==> src/rtl/mtmq_ram.sv <==
// mtmq_ram: generic single-write, single-read memory with registered read data
// used for the descriptor store and the per-queue fill counts
// no dependencies
module mtmq_ram #(
	parameter int WIDTH = 8,
	parameter int DEPTH = 16
) (
	input  logic                     clk,
	input  logic                     wr_en,
	input  logic [$clog2(DEPTH)-1:0] wr_addr,
	input  logic [WIDTH-1:0]         wr_data,
	input  logic                     rd_en,
	input  logic [$clog2(DEPTH)-1:0] rd_addr,
	output logic [WIDTH-1:0]         rd_data
);

	logic [WIDTH-1:0] mem_q [DEPTH];

	// write port
	always_ff @(posedge clk) begin
		if (wr_en) begin
			mem_q[wr_addr] <= wr_data;
		end
	end

	// registered read port
	always_ff @(posedge clk) begin
		if (rd_en) begin
			rd_data <= mem_q[rd_addr];
		end
	end

endmodule

==> config.mk <==
export PLATFORM = sky130hd
export DESIGN_NAME = mtmq_ram
export DESIGN_NICKNAME = d
export VERILOG_FILES = /design/src/rtl/mtmq_ram.sv
export SDC_FILE = /design/constraint.sdc
export NUM_CORES = 1
export LEC_CHECK = 0
export BUFFER_PORTS_ARGS = -buffer_cell sky130_fd_sc_hd__buf_2
export CORE_MARGIN = 10
export CORE_UTILIZATION = 53
export CTS_CLUSTER_DIAMETER = 60
export DETAILED_ROUTE_END_ITERATION = 10
export HOLD_SLACK_MARGIN = 0.06
export PLACE_DENSITY = 0.71
export REMOVE_ABC_BUFFERS = 1
export SETUP_SLACK_MARGIN = 0.3
export SYNTH_ARGS = -nofsm -noshare
export SYNTH_HDL_FRONTEND = slang
export SYNTH_SLANG_ARGS = --single-unit
==> constraint.sdc <==
create_clock -name clk -period 2.7 [get_ports clk]
set_input_delay 0.135 -clock clk [delete_from_list [all_inputs] [get_ports clk]]
set_output_delay 0.135 -clock clk [all_outputs]
set_load 0.01 [all_outputs]
* After elaboration in Yosys (flattened, before gate mapping)
Memories as Yosys holds them, arrays and structs flattened. A register that Yosys moved wholly into a read port is not among the register bits. Cells that the tools add are included.
Word-level totals: flip-flop bits (word level) 0, input bits 19, bits in writable memories 128, memories kept 1, output and inout bits 8, logic and storage cells 3
Cells by class: multiplexer cells 2
Memory list:
- mem_q | depth 16, width 8, read ports 1, clocked after Yosys merged registers in 1, wr ports 1, line 17 | logic [WIDTH-1:0] mem_q [DEPTH];
Operators with widths (number):
- $mux W1 | 2

* Longest topological paths before layout
word-level depth 2, depth in mapped cells 5, mapped depth without buffers 3

* Worst setup path after synthesis
No wires, ideal clock.
path type input to register, start point input port wr_addr[2], end point memory mem_q[0][0] (enable), stages 2, data arrival time 1245 ps, path buffers 0, setup slack 1072 ps, required time 2317 ps, setup time 383 ps, cell sequence or3b_2 > nor3_1
RTL lines:
- from (decl) | line 10 | input logic [$clog2(DEPTH)-1:0] wr_addr,
- to (decl) | line 17
No word-level cell before the write port.

* Worst setup path after layout
start point input port wr_addr[0], end point memory mem_q[10][3] (enable)
No word-level cell before the write port.

==> flow_metrics.py <==
metrics = {
    "floorplan": {
        "die_h_microns": 119,
        "top_level_ports": 27,
        "initial_core_util_pct": 54.0,
        "fp.dieW_microns": 119,
        "core_sq_um": 9680,
        "num_rows": 36,
        "die_area_sq_um": 14200,
    },
    "cts": {
        "cts_tree": "done",
        "numCtsBuffers": 17,
        "clock_path_buffers": 2,
        "h-tree-depth": 4,
        "clk_pin_slew_ps": 60,
        "cts_setup_buffers": 0,
        "worstSkewPairLatency_ps": 500,
        "cts-root-buf": "clkbuf_8",
        "hold_buffers": 11,
        "cts_sinks": 136,
        "cts_resized": 0,
    },
    "critical_path": {
        "slowest_delay_ps": 780,
        "critical_path.top_delay_family": "simple AND/OR/NAND/NOR gates",
        "cp_num_buf_inv": 2,
        "crit_chain": "dlygate4sd3_1 -> buf_2 -> nand2b_1 -> nor2_1",
        "cp-start-kind": "primary input",
        "end_kind": "register",
        "critPathRequiredTime_ps": 2820,
        "worstPathArrival_ps": 1800,
        "worst-path-max-fanout": 8,
        "worst_path_max_delay_cell": "nor2_1",
        "path_class": "in2reg",
    },
    "synthesis": {
        "ys_top_cells_by_area": "edfxtp_1 78%, mux4_2 7.8%, mux4_1 7.0%",
        "ys.warnings.count": 0,
        "synth_largest_area_cell": "edfxtp_1",
        "ys_seq_area_share_pct": 78.1,
        "synth-seq-cells": 136,
        "post-synth-top-area-fraction_pct": 78.1,
        "synth_cells": 229,
        "synth_cell_type_count": 18,
        "synth_area_sq_um": 5230,
        "avgSynthCellArea_sq_um": 22.8,
    },
    "timing": {
        "max_slew_margin_pct": 32.5,
        "fin_tns_setup_ps": 0,
        "maxSlewViolCount": 0,
        "fmax_mhz": 595,
        "period_share_pct": 62.3,
        "hold_viol_final": 0,
        "setup_viol": 0,
        "tightest_slew_ps": 1010,
        "rsz0062_at_grt": "no",
        "skew_ps": 4.78,
        "period_needed_ps": 1680,
    },
    "place": {
        "dpl_cell_area_sq_um": 5510,
        "dpl.cell_count": 386,
        "place_congestion": 0.778,
        "io_buffers": 26,
        "dp_hpwl_microns": 6450,
    },
    "finish": {
        "fin_cells": 427,
        "nFillCells": 652,
        "finalNetCount": 302,
        "drive_gt1_share_pct": 26.5,
        "area_growth_pct": 18.1,
        "final_cell_area_sq_um": 6180,
        "n_antenna_cell": 0,
    },
    "drt": {
        "via_per_inst": 5.81,
        "wire_per_inst_microns": 24.5,
        "drtIter0Drc": 235,
        "wl_microns": 10500,
        "ant_nets": 0,
        "drt_first_pass_iters": 4,
        "vias": 2481,
        "drc": 0,
    },
    "power_and_ir_drop": {
        "powerDensity_nw_per_um2": 779,
        "irDropWorstVdd_mv": 0.511,
        "p_leak_nw": 2.07,
    },
    "flow_run": {
        "cap_violations": 0,
    },
    "global_routing": {
        "grt_pass1_vias": 2622,
        "grt_max_degree": 31,
        "grt_pass1_wl_microns": 16000,
        "grt_overflow": 0,
        "grtUsageTotal_pct": 15.3,
        "antenna_found_initial": 0,
    },
    "run_status": {
        "outcome": "finished clean",
    },
    "worst_hold_path": {
        "min_path_type": "in2reg",
    },
}
cells in the mapped netlist:
master	instances
edfxtp_1	136
mux4_2	18
a22oi_1	16
mux4_1	14
nor2_1	13
nand2_1	9
nor3_1	4
buf_2	3
buf_6	3
clkdlybuf4s25_2	3
nand2b_1	2
nand3b_1	2
and2_1	1
and2b_1	1
buf_4	1
nand3_1	1
nor2b_1	1
or3b_2	1
tightest hold or removal path, cell delays in order:
cell and delay, ps:
buf_2 140, nor3_1 90, buf_4 170
routing by layer:
layer | track usage [%] | share of wire (%) | vias up
met1 | 21.7 | 44 | 1295
met5 | 0 | 0 | -
li1 | - | - | 1089
met4 | 5.66 | 0.38 | 0
met3 | 3.83 | 7.7 | 2
met2 | 22.4 | 47 | 95
logic make-up after synthesis:
family,share of synthesized area (%)
AOI/OAI and AO/OA,2.30
buffers and inverters,1.65
and+or+nand+nor,3.14
muxes,14.8
DFF,78.1
layout by cell type (no fill, tap or decap), drive strengths merged:
cell type and n:
edfxtp 136, buf 34, mux4 32, clkbuf 20, a22oi 16, nor2 13, dlygate4sd3 11, nand2 9
nor3 4, clkinv 4, clkinvlp 3, bufinv 3, nand3b 2, nand2b 2, nor2b 1, and2 1
and2b 1, nand3 1, or3b 1
layout make-up:
| class | instances | area (sq um) | share of cell area [%] |
|---|---|---|---|
| Clock buffer | 20 | 425 | 6.89 |
| Timing Repair Buffer | 45 | 313 | 5.06 |
| Multi-Input combinational cell | 83 | 1060 | 17.1 |
| Clock inverter | 10 | 130 | 2.11 |
| Tap cell | 133 | 166 | 2.69 |
| Sequential cell | 136 | 4080 | 66.1 |
where the power goes:
part / leakage, nW / switching [W] / internal [W]
logic: 0.567 / 0.000132 / 0.0000979
registers: 1.24 / 0.0000121 / 0.00238
clock network: 0.262 / 0.000803 / 0.00138
stage by stage:
stage | hold slack (ps) | util (%) | setup WS (ps) | total power, W
3_3_place_gp | 515 | 56.9 | 748 | 0.00265
2_1_floorplan | 234 | - | 1070 | 0.00253
6_report | 206 | 63.8 | 1020 | 0.00481
3_5_place_dp | 510 | 56.9 | 739 | 0.00266
5_1_grt | 208 | 63.8 | 865 | 0.00495
4_1_cts | 188 | 63.8 | 1000 | 0.00484
registers in the layout, indices dropped and copies added (netlist names):
| name | count |
|---|---|
| rd_data | 8 |
| mem_q | 128 |
path summary, 6_finish.rpt:
path	startpoint	endpoint	slack, ps	depth (start not counted)
min reg2reg	mem_q[7][2]	rd_data[2]	750	3
max	wr_addr[0]	mem_q[10][3]	1020	4
min	wr_addr[1]	mem_q[0][1]	210	3
max reg2reg	mem_q[2][0]	rd_data[0]	1140	3
Note: power is estimated with default switching activity, not from simulation.
